[src/sv/spwq_pkg.sv]
`default_nettype none
// ----------------------------------------------------------------------------
// spwq_pkg
// Shared types and codes of the sorted priority wait queue: the command and
// result payloads, the stored entry layout, operation and status codes.
// ----------------------------------------------------------------------------
package spwq_pkg;

    localparam int ID_W      = 6;
    localparam int KEY_W     = 32;
    localparam int CNT_OUT_W = 7;
    localparam int OP_W      = 2;
    localparam int ST_W      = 3;

    localparam logic [OP_W-1:0] OP_INSERT      = 2'd0;
    localparam logic [OP_W-1:0] OP_REMOVE_HEAD = 2'd1;
    localparam logic [OP_W-1:0] OP_REMOVE_ID   = 2'd2;
    localparam logic [OP_W-1:0] OP_REMOVE_TAIL = 2'd3;

    localparam logic [ST_W-1:0] ST_OK       = 3'd0;
    localparam logic [ST_W-1:0] ST_EMPTY    = 3'd1;
    localparam logic [ST_W-1:0] ST_FULL     = 3'd2;
    localparam logic [ST_W-1:0] ST_BADID    = 3'd3;
    localparam logic [ST_W-1:0] ST_NOTFOUND = 3'd4;

    typedef struct packed {
        logic [OP_W-1:0]         operation;
        logic [ID_W-1:0]         proc_id;
        logic signed [KEY_W-1:0] priority_req;
    } cmd_t;

    typedef struct packed {
        logic [ID_W-1:0]      out_id;
        logic [ST_W-1:0]      status;
        logic [CNT_OUT_W-1:0] entry_count;
    } rsp_t;

    typedef struct packed {
        logic signed [KEY_W-1:0] key;
        logic [ID_W-1:0]         id;
    } entry_t;

endpackage
`default_nettype wire

[src/sv/spwq_store.sv]
`default_nettype none
// ----------------------------------------------------------------------------
// spwq_store
// Entry memory of the queue: one write port, one read port, read data
// registered. Slot 0 is the head.
// ----------------------------------------------------------------------------
module spwq_store #(
    parameter int DEPTH = 64
) (
    input  wire logic                     clk,
    input  wire logic                     wr_en,
    input  wire logic [$clog2(DEPTH)-1:0] wr_addr,
    input  wire spwq_pkg::entry_t         wr_data,
    input  wire logic                     rd_en,
    input  wire logic [$clog2(DEPTH)-1:0] rd_addr,
    output spwq_pkg::entry_t              rd_data
);

    spwq_pkg::entry_t mem [DEPTH];

    always_ff @(posedge clk)
    begin
        if (wr_en)
        begin
            mem[wr_addr] <= wr_data;
        end
        if (rd_en)
        begin
            rd_data <= mem[rd_addr];
        end
    end

endmodule
`default_nettype wire

[src/sv/sorted_priority_wait_queue.sv]
`default_nettype none
// ----------------------------------------------------------------------------
// sorted_priority_wait_queue
// Wait queue of process ids kept sorted by signed priority, highest first,
// older entries ahead of newer ones among equal keys.
// ----------------------------------------------------------------------------
// A command transfers when start is high and busy is low. Its one result is
// shown on result for exactly one cycle with done high and cannot be held
// off. Commands that fail at once (full, bad id, empty) and an insert into
// an empty queue leave busy low and give their result in the next cycle.
// Otherwise the work walks the entry memory, one slot per cycle through its
// one read and one write port: an insert shifts each entry of lower key one
// slot toward the tail, then writes the new one; remove head and by id scan
// from the head and close the gap; remove tail drops the last entry.
// The result shows in the first cycle with busy low again.
// ----------------------------------------------------------------------------
module sorted_priority_wait_queue #(
    parameter int MAX_ENTRIES = 64
) (
    input  wire logic           clk,
    input  wire logic           rst_n,
    input  wire logic           start,
    output logic                busy,
    input  wire spwq_pkg::cmd_t command,
    output logic                done,
    output spwq_pkg::rsp_t      result
);

    localparam int AW = $clog2(MAX_ENTRIES);
    localparam int CW = $clog2(MAX_ENTRIES + 1);

    localparam logic [2:0] S_IDLE  = 3'd0;
    localparam logic [2:0] S_INS   = 3'd1;
    localparam logic [2:0] S_INS0  = 3'd2;
    localparam logic [2:0] S_FIND  = 3'd3;
    localparam logic [2:0] S_SHIFT = 3'd4;

    logic [2:0] state_reg, state_next;
    logic [AW-1:0] ptr_reg, ptr_next;
    logic [CW-1:0] count_reg, count_next;
    logic signed [spwq_pkg::KEY_W-1:0] key_reg, key_next;
    logic [spwq_pkg::ID_W-1:0] id_reg, id_next;
    logic [spwq_pkg::ID_W-1:0] rm_id_reg, rm_id_next;
    logic any_reg, any_next;
    logic done_reg, done_next;
    spwq_pkg::rsp_t result_reg, result_next;

    logic                 wr_en;
    logic [AW-1:0]        wr_addr;
    spwq_pkg::entry_t     wr_data;
    logic                 rd_en;
    logic [AW-1:0]        rd_addr;
    spwq_pkg::entry_t     rd_data;

    logic [CW-1:0]        ptr_plus1;
    logic                 bad_id;
    spwq_pkg::entry_t     new_entry;

    spwq_store #(
        .DEPTH (MAX_ENTRIES)
    ) u_store (
        .clk     (clk),
        .wr_en   (wr_en),
        .wr_addr (wr_addr),
        .wr_data (wr_data),
        .rd_en   (rd_en),
        .rd_addr (rd_addr),
        .rd_data (rd_data)
    );

    assign ptr_plus1 = CW'(ptr_reg) + CW'(1);
    assign bad_id    = (32'(command.proc_id) >= MAX_ENTRIES);
    assign new_entry = '{key: key_reg, id: id_reg};

    always_comb
    begin
        state_next  = state_reg;
        ptr_next    = ptr_reg;
        count_next  = count_reg;
        key_next    = key_reg;
        id_next     = id_reg;
        rm_id_next  = rm_id_reg;
        any_next    = any_reg;
        done_next   = 1'b0;
        result_next = result_reg;
        wr_en       = 1'b0;
        wr_addr     = '0;
        wr_data     = rd_data;
        rd_en       = 1'b0;
        rd_addr     = '0;

        case (state_reg)
            S_IDLE:
            begin
                if (start)
                begin
                    key_next = command.priority_req;
                    id_next  = command.proc_id;
                    any_next = 1'b0;
                    result_next.out_id      = '0;
                    result_next.entry_count = spwq_pkg::CNT_OUT_W'(count_reg);
                    case (command.operation)
                        spwq_pkg::OP_INSERT:
                        begin
                            if (count_reg == CW'(MAX_ENTRIES))
                            begin
                                done_next          = 1'b1;
                                result_next.status = spwq_pkg::ST_FULL;
                            end
                            else if (bad_id)
                            begin
                                done_next          = 1'b1;
                                result_next.status = spwq_pkg::ST_BADID;
                            end
                            else if (count_reg == '0)
                            begin
                                // first entry goes straight to the head
                                wr_en      = 1'b1;
                                wr_addr    = '0;
                                wr_data    = '{key: command.priority_req,
                                               id: command.proc_id};
                                count_next = CW'(1);
                                done_next  = 1'b1;
                                result_next.out_id      = command.proc_id;
                                result_next.status      = spwq_pkg::ST_OK;
                                result_next.entry_count = spwq_pkg::CNT_OUT_W'(CW'(1));
                            end
                            else
                            begin
                                // walk from the tail toward the head
                                ptr_next   = AW'(count_reg - CW'(1));
                                rd_en      = 1'b1;
                                rd_addr    = ptr_next;
                                state_next = S_INS;
                            end
                        end
                        spwq_pkg::OP_REMOVE_HEAD:
                        begin
                            if (count_reg == '0)
                            begin
                                done_next          = 1'b1;
                                result_next.status = spwq_pkg::ST_EMPTY;
                            end
                            else
                            begin
                                any_next   = 1'b1;
                                ptr_next   = '0;
                                rd_en      = 1'b1;
                                rd_addr    = '0;
                                state_next = S_FIND;
                            end
                        end
                        spwq_pkg::OP_REMOVE_ID:
                        begin
                            if (count_reg == '0)
                            begin
                                done_next          = 1'b1;
                                result_next.status = spwq_pkg::ST_EMPTY;
                            end
                            else if (bad_id)
                            begin
                                done_next          = 1'b1;
                                result_next.status = spwq_pkg::ST_BADID;
                            end
                            else
                            begin
                                ptr_next   = '0;
                                rd_en      = 1'b1;
                                rd_addr    = '0;
                                state_next = S_FIND;
                            end
                        end
                        default:
                        begin
                            if (count_reg == '0)
                            begin
                                done_next          = 1'b1;
                                result_next.status = spwq_pkg::ST_EMPTY;
                            end
                            else
                            begin
                                any_next   = 1'b1;
                                ptr_next   = AW'(count_reg - CW'(1));
                                rd_en      = 1'b1;
                                rd_addr    = ptr_next;
                                state_next = S_FIND;
                            end
                        end
                    endcase
                end
            end

            S_INS:
            begin
                wr_en   = 1'b1;
                wr_addr = AW'(ptr_plus1);
                if (rd_data.key >= key_reg)
                begin
                    // new entry lands behind every key at or above its own
                    wr_data     = new_entry;
                    count_next  = count_reg + CW'(1);
                    done_next   = 1'b1;
                    result_next = '{out_id: id_reg, status: spwq_pkg::ST_OK,
                                    entry_count: spwq_pkg::CNT_OUT_W'(count_reg + CW'(1))};
                    state_next  = S_IDLE;
                end
                else
                begin
                    // move this entry one slot toward the tail
                    wr_data = rd_data;
                    if (ptr_reg == '0)
                    begin
                        state_next = S_INS0;
                    end
                    else
                    begin
                        ptr_next = ptr_reg - AW'(1);
                        rd_en    = 1'b1;
                        rd_addr  = ptr_next;
                    end
                end
            end

            S_INS0:
            begin
                wr_en       = 1'b1;
                wr_addr     = '0;
                wr_data     = new_entry;
                count_next  = count_reg + CW'(1);
                done_next   = 1'b1;
                result_next = '{out_id: id_reg, status: spwq_pkg::ST_OK,
                                entry_count: spwq_pkg::CNT_OUT_W'(count_reg + CW'(1))};
                state_next  = S_IDLE;
            end

            S_FIND:
            begin
                if (any_reg || (rd_data.id == id_reg))
                begin
                    rm_id_next = rd_data.id;
                    if (ptr_plus1 < count_reg)
                    begin
                        ptr_next   = AW'(ptr_plus1);
                        rd_en      = 1'b1;
                        rd_addr    = ptr_next;
                        state_next = S_SHIFT;
                    end
                    else
                    begin
                        count_next  = count_reg - CW'(1);
                        done_next   = 1'b1;
                        result_next = '{out_id: rd_data.id, status: spwq_pkg::ST_OK,
                                        entry_count: spwq_pkg::CNT_OUT_W'(count_reg - CW'(1))};
                        state_next  = S_IDLE;
                    end
                end
                else if (ptr_plus1 == count_reg)
                begin
                    done_next   = 1'b1;
                    result_next = '{out_id: '0, status: spwq_pkg::ST_NOTFOUND,
                                    entry_count: spwq_pkg::CNT_OUT_W'(count_reg)};
                    state_next  = S_IDLE;
                end
                else
                begin
                    ptr_next = AW'(ptr_plus1);
                    rd_en    = 1'b1;
                    rd_addr  = ptr_next;
                end
            end

            S_SHIFT:
            begin
                // close the gap: move this entry one slot toward the head
                wr_en   = 1'b1;
                wr_addr = ptr_reg - AW'(1);
                wr_data = rd_data;
                if (ptr_plus1 < count_reg)
                begin
                    ptr_next = AW'(ptr_plus1);
                    rd_en    = 1'b1;
                    rd_addr  = ptr_next;
                end
                else
                begin
                    count_next  = count_reg - CW'(1);
                    done_next   = 1'b1;
                    result_next = '{out_id: rm_id_reg, status: spwq_pkg::ST_OK,
                                    entry_count: spwq_pkg::CNT_OUT_W'(count_reg - CW'(1))};
                    state_next  = S_IDLE;
                end
            end

            default:
            begin
                state_next = S_IDLE;
            end
        endcase
    end

    always_ff @(posedge clk or negedge rst_n)
    begin
        if (!rst_n)
        begin
            state_reg <= S_IDLE;
            count_reg <= '0;
            done_reg  <= 1'b0;
        end
        else
        begin
            state_reg <= state_next;
            count_reg <= count_next;
            done_reg  <= done_next;
        end
    end

    always_ff @(posedge clk)
    begin
        ptr_reg    <= ptr_next;
        key_reg    <= key_next;
        id_reg     <= id_next;
        rm_id_reg  <= rm_id_next;
        any_reg    <= any_next;
        result_reg <= result_next;
    end

    assign busy   = (state_reg != S_IDLE);
    assign done   = done_reg;
    assign result = result_reg;

endmodule
`default_nettype wire
[config.mk]
export PLATFORM = sky130hd
export DESIGN_NAME = sorted_priority_wait_queue
export DESIGN_NICKNAME = d
export VERILOG_FILES = /design/src/sv/spwq_pkg.sv /design/src/sv/spwq_store.sv /design/src/sv/sorted_priority_wait_queue.sv
export SDC_FILE = /design/constraint.sdc
export NUM_CORES = 2
export LEC_CHECK = 0
export BUFFER_PORTS_ARGS = -buffer_cell sky130_fd_sc_hd__buf_2
export CELL_PAD_IN_SITES_DETAIL_PLACEMENT = 1
export CELL_PAD_IN_SITES_GLOBAL_PLACEMENT = 2
export CORE_ASPECT_RATIO = 0.75
export CORE_MARGIN = 4
export CORE_UTILIZATION = 40
export DETAILED_ROUTE_END_ITERATION = 7
export HOLD_SLACK_MARGIN = 0.02
export PLACE_DENSITY_LB_ADDON = 0.25
export SLEW_MARGIN = 15
export SYNTH_ARGS = -nofsm -noshare
export SYNTH_HDL_FRONTEND = slang
export SYNTH_SLANG_ARGS = --single-unit
[constraint.sdc]
create_clock -name clk -period 6.5 [get_ports clk]
set_input_delay 0.65 -clock clk [delete_from_list [all_inputs] [get_ports clk]]
set_output_delay 0.65 -clock clk [all_outputs]
set_load 0.02 [all_outputs]
; ---- After elaboration in Yosys (flattened, before gate mapping)
; Memories as Yosys holds them, arrays and structs flattened. A register that Yosys moved wholly into a read port is not among the register bits.
; Cells that the tools add are included.
[word_totals]
regBits = 78
ramBits = 2432
word_cells = 151
memories = 1
[classes]
n_addsub = 4
n_lt_le_gt_ge = 2
n_eq_ne = 27
n_mux = 88
n_reduce_logical = 18
[mem_list]
columns = memory, depth, width, rd, rd_ports_with_merged_regs, wr, line
row1 = u_store.mem, 64, 38, 1, 1, 1, spwq_store.sv:19  ; spwq_pkg::entry_t mem [DEPTH];
[op_table]
columns = operator, count
row1 = two-way mux 38 bit, 5
row2 = two-way mux 6 bit, 19
row3 = case mux 38 bit (3 select lines), 1
row4 = two-way mux 16 bit, 7
row5 = case mux 16 bit (5 select lines), 1
row6 = two-way mux 7 bit, 9
row7 = case mux 6 bit (4 select lines), 2
row8 = two-way mux 3 bit, 14
row9 = case mux 6 bit (2 select lines), 3
row10 = case mux 7 bit (5 select lines), 1
row11 = >= comparator 32 bit, 1
row12 = two-way mux 1 bit, 22
row13 = != test 3 bit (second input constant), 7
row14 = != test 2 bit (second input constant), 9
row15 = AND reduction 7 bit, 2
row16 = case mux 3 bit (4 select lines), 1
row17 = AND reduction 6 bit, 2
row18 = AND reduction 8 bit, 1
row19 = adder 6 x 1 -> 7 bit (second input constant), 1
row20 = adder 7 x 1 -> 7 bit (second input constant), 1
row21 = equality test 7 bit, 1
row22 = equality test 7 bit (second input constant), 1
row23 = logical NOT 7 bit, 1
row24 = < comparator 7 bit, 1
row25 = 23 further kinds, 26

; ---- Depth between registers and ports, before layout
[depth]
depth_word = 8
mapped_depth = 24
ltp_nobuf = 17

; ---- Hierarchy
; Synthesis repeated with hierarchy kept, for this count alone.
[unflattened]
hier_cells = 4597
area_unflattened_um2 = 99250.2
[modules_own_cells]
columns = mod, n_inst, cells_each, area_each_um2
row1 = spwq_store, 1, 3993, 93435.9
row2 = sorted_priority_wait_queue, 1, 604, 5814.3

; ---- Least setup slack after synthesis
; No wires, ideal clock.
[synth_path]
kind = reg-to-reg
startpoint = register ptr_reg[2]
endpoint = register, netlist name u_store.rd_data[25]
setup_ns = 0.260
arrival_ns = 4.813
t_required_ns = 6.240
path_slack_ns = 1.427
stages_incl_launch_ff = 21
path_buffers = 4
cell_sequence = edfxtp_1 clkbuf_1 nand3_1 nor2_1 xor2_1 ha_1 nand2_1 o21ai_0 or2_2 nand2b_1 clkbuf_1 inv_1 ha_1 a222oi_1 o31a_1 buf_6 buf_8 mux4_1 a2111oi_0 o32ai_1 mux2_2
[synth_between]
elab_chain_len = 5
[synth_rtl]
columns = element, line
row1 = from (decl), sorted_priority_wait_queue.sv:39  ; logic [AW-1:0] ptr_reg, ptr_next;
row2 = from (signal assigned), sorted_priority_wait_queue.sv:319  ; ptr_reg <= ptr_next;
row3 = adder 6 x 1 -> 7 bit, sorted_priority_wait_queue.sv:71  ; assign ptr_plus1 = CW'(ptr_reg) + CW'(1);
row4 = < comparator 7 bit / equality test 7 bit (equally long branches), "sorted_priority_wait_queue.sv:241, sorted_priority_wait_queue.sv:278, sorted_priority_wait_queue.sv:257"
row5 = two-way mux 6 bit (tied with other cells), "sorted_priority_wait_queue.sv:241, sorted_priority_wait_queue.sv:278"
row6 = two-way mux 6 bit / two-way mux 1 bit (equally long branches), sorted_priority_wait_queue.sv:238  ; if (any_reg || (rd_data.id == id_reg))
row7 = case mux 6 bit (4 select lines) / case mux 1 bit (4 select lines) (equally long branches), sorted_priority_wait_queue.sv:92  ; case (state_reg)
; Several ways; a longest one is shown, not always the timed one.
; A chain may end at the register's enable or synchronous reset.

; ---- Final worst setup path
[layout_path]
startpoint = register ptr_reg[0]
endpoint = register, netlist name u_store.rd_data[5]
[layout_between]
elab_chain_len = 5
[layout_rtl]
columns = element, line
row1 = adder 6 x 1 -> 7 bit, sorted_priority_wait_queue.sv:71
row2 = < comparator 7 bit / equality test 7 bit (equally long branches), "sorted_priority_wait_queue.sv:241, sorted_priority_wait_queue.sv:278, sorted_priority_wait_queue.sv:257"
row3 = two-way mux 6 bit (tied with other cells), "sorted_priority_wait_queue.sv:241, sorted_priority_wait_queue.sv:278"
row4 = two-way mux 6 bit / two-way mux 1 bit (equally long branches), sorted_priority_wait_queue.sv:238
row5 = case mux 6 bit (4 select lines) / case mux 1 bit (4 select lines) (equally long branches), sorted_priority_wait_queue.sv:92
; Several ways; a longest one is shown, not always the timed one.

==> metrics <==
outcome finished, final reports clean; htree depth 4; DIE HEIGHT about 440 um; routability cong. 0.8561; area of the core approximately 0.25 mm^2; total power per unit cell area 612.7 mW/mm^2; final setup fails 0; Pre-Repair DR Iteration Count 6; Post-synth EDFFs about 2500; VDD IR-drop max roughly 0.0004 V; Max-slew headroom between 10% and 20%; total chip power about 72 mW; top_reg_cell synth edfxtp_1; Hold Path Class primary input to flop; first-pass GRT wire length around 520000 um; top cells by area, synth edfxtp_1 75%, nand2_1 5.6%, mux2i_1 4.1%; cell leakage power ~40 nW; multiplexer share of the synthesized area between 4 and 5%; max reg flops roughly 2400; Via Count between 60000 and 70000; most common cell in the netlist edfxtp_1; largest net degree at the start of global routing slightly below 80; placed cells a little over 10000; asr flop ratio synth 0.4317%; overall routing resource usage 28.12%; Net Count, Synth around 7000; DRC violations left 0; CTS max path bufs 4; Die Width 589.5 um; Crit Path Category flop to flop; Wirelength per Cell between 30 and 40 um; Max-Cap Viols 0; DIE AREA ~0.26 mm^2; fin crit share between 90% and 100%; Post-DRT Antenna Nets 0; setup TNS 0 ns; placement row count 159; #FFs+latches synth between 2000 and 3000; TritonCTS clock tree built; # port buffers 60; Final Hold Viols 0; vias per cell 6.147; Crit path max-delay family compound AO/OA/AOI/OAI gates; largest family of logic cells by synthesized area simple AND/OR/NAND/NOR gates; Slew @ Worst Pin roughly 1.3 ns; initial antenna violation count 22; final std cells w/o fill 10840; fraction of layout cells with a size suffix above 1 between 10 and 15%; GR Overflow Total 0; CTS Sinks roughly 2500; Syn Area/Cell between 10 and 15 um^2; layout net count between 7000 and 8000; post-synthesis simple-gate area fraction 9.509%; iteration-0 DRC count of the detailed router ~9000; Initial Util ~40%; Clock transition at path regs 0.07 ns; Root Driver clkbuf_16; startpoint types flop; Warnings, synthesis 0; Cells after Synth approximately 7000; crit-path max cell delay around 0.5 ns; post-route minimum period 6.300 ns; Final Skew around 0.065 ns; endpoint type of the worst setup path flop; max frequency about 0.16 GHz; CP cell instances buf_4 -> nand3_1 -> nor2_1 -> xor2_2 -> ha_1 -> nand2_1 -> o21ai_0 -> or2_2 -> nand2b_1 -> inv_1 -> ha_1 -> a222oi_1 -> buf_4 -> o31a_2 -> buf_12 -> buf_12 -> buf_12 -> buf_4 -> mux4_2 -> a21oi_1 -> o21ai_2 -> o22a_1; Detailed Place HPWL around 230000 um; Adder-Cell Fraction of Synth Area less than 1%; later-pin clock latency in the skew report 0.92 ns; Req. time, crit path 7.09 ns; CP Buf/Inv Count 7; Netlist cell types between 80 and 90; area delta synth->final 15.84%; # IOs 61; critical path's slowest cell mux4_2; leading area contributor after synthesis edfxtp_1; Routed WL around 380000 um; Hold Slack just over 0.07 ns; final slew viol count 0; Filler Cells Inserted roughly 25000; Yosys top cell area share about three quarters; post-synthesis sequential area ratio about 75%; Inserted Clock Buffers roughly 250; most frequent cells after synthesis 2537 x edfxtp_1, 1505 x nand2_1, 425 x nand3_1; xor/xnor share of the synthesized area less than 1%; complex-gate fraction of the synthesized area under 10%; CP Max Fanout 47; Setup Buffers After CTS 0; Post-Syn Area roughly 0.10 mm^2; number of global-route vias before repair between 60000 and 70000; WP data arrival around 6.9 ns
==> kinds of logic after synthesis <==
| group | after synthesis |
|---|---|
| DFF | 2548 |
| adders and majority gates | 48 |
| AOI/OAI and AO/OA | 1005 |
| and+or+nand+nor | 2296 |
| buffers and inverters | 497 |
| muxes | 456 |
| xor gates and xnor gates | 26 |
==> power breakdown <==
group | total, mW | internal [mW] | switching (mW) | leakage [nW]
clock | 13.9 | 7.56 | 6.30 | 3.65
sequential | 26.4 | 25.6 | 0.761 | 23.1
combinational | 31.8 | 8.11 | 23.7 | 13.4
total | 72.0 | 41.3 | 30.7 | 40.1
==> routing by layer <==
| layer | GRT usage [%] | vias to the layer above | wire length, um |
|---|---|---|---|
| met1 | 42.65 | 35410 | 164700 |
| li1 | - | 27200 | - |
| met4 | 7.849 | 10 | 11800 |
| met5 | 0 | - | 63 |
| met2 | 41.45 | 3424 | 163600 |
| met3 | 5.111 | 568 | 37100 |
==> final cells by class <==
cell class	count	area, um^2	share of cell area, %
sequential	2548	76460	65.06
multi-input combinational	3831	23610	20.09
clock buffer	304	6404	5.449
timing repair buffer	565	5498	4.678
tap	3381	4230	3.600
clock inverter	131	1036	0.8816
inverter	71	269.0	0.2289
antenna	4	10.01	0.008518
==> worst paths after layout <==
kind / from / endpoint / slack [ns] / depth (start not counted)
setup / recovery: ptr_reg[0]$_DFFE_PP_ / u_store.rd_data[5]$_DFFE_PP_ / 0.20 / 22
hold / removal: command[31] / key_reg[31]$_DFFE_PP_ / 0.07 / 1
setup reg to reg: ptr_reg[0]$_DFFE_PP_ / u_store.rd_data[5]$_DFFE_PP_ / 0.20 / 22
hold reg to reg: rm_id_reg[0]$_DFFE_PP_ / result[10]$_DFFE_PP_ / 0.58 / 2
max in group asynchronous: rst_n / state_reg[1]$_DFFE_PN0P_ / 5.94 / 2
min in group asynchronous: rst_n / state_reg[2]$_DFFE_PN0P_ / 0.25 / 2
==> timing repair <==
item / CTS / global route
hold buffers: 34 / 0
endpoints found under the hold margin: 44 / 0
resized for setup: 0 / 9
setup endpoints to repair: 0 / 7
==> stage by stage <==
step                instance area (um^2)  setup slack [ns]  utilization [%]
floorplan                         101400             1.427                -
global placement                  109600           -0.7143            43.62
detailed placement                109700           0.05925            43.64
CTS                               117400           0.03118            46.74
global route                      117500          -0.01384            46.77
finish                            117500            0.1999            46.77
==> cell usage in the layout, fill, tap and decap left out, types with 22 or more instances in the layout <==
master	synthesis	layout
edfxtp_1	2537	2537
nand2_1	1505	1503
nand3_1	425	424
mux2i_1	419	419
buf_4	45	366
clkbuf_16	0	246
a21oi_1	258	236
a32oi_1	172	172
o21ai_0	117	113
buf_12	2	104
nand4_1	92	92
nor2_1	160	90
a31oi_1	76	75
nor2_4	0	67
buf_2	95	60
clkinv_1	0	57
clkbuf_1	223	55
inv_1	71	52
clkinv_2	0	48
ha_1	48	48
a221oi_1	46	46
a32o_1	39	39
nor4_1	39	34
dlygate4sd3_1	1	34
a221o_1	30	30
a222oi_1	27	27
o22ai_1	27	27
o221ai_1	26	25
nor3_1	27	24
a21oi_4	0	22
o211ai_1	22	22
Power figures use the tool's default switching activity.
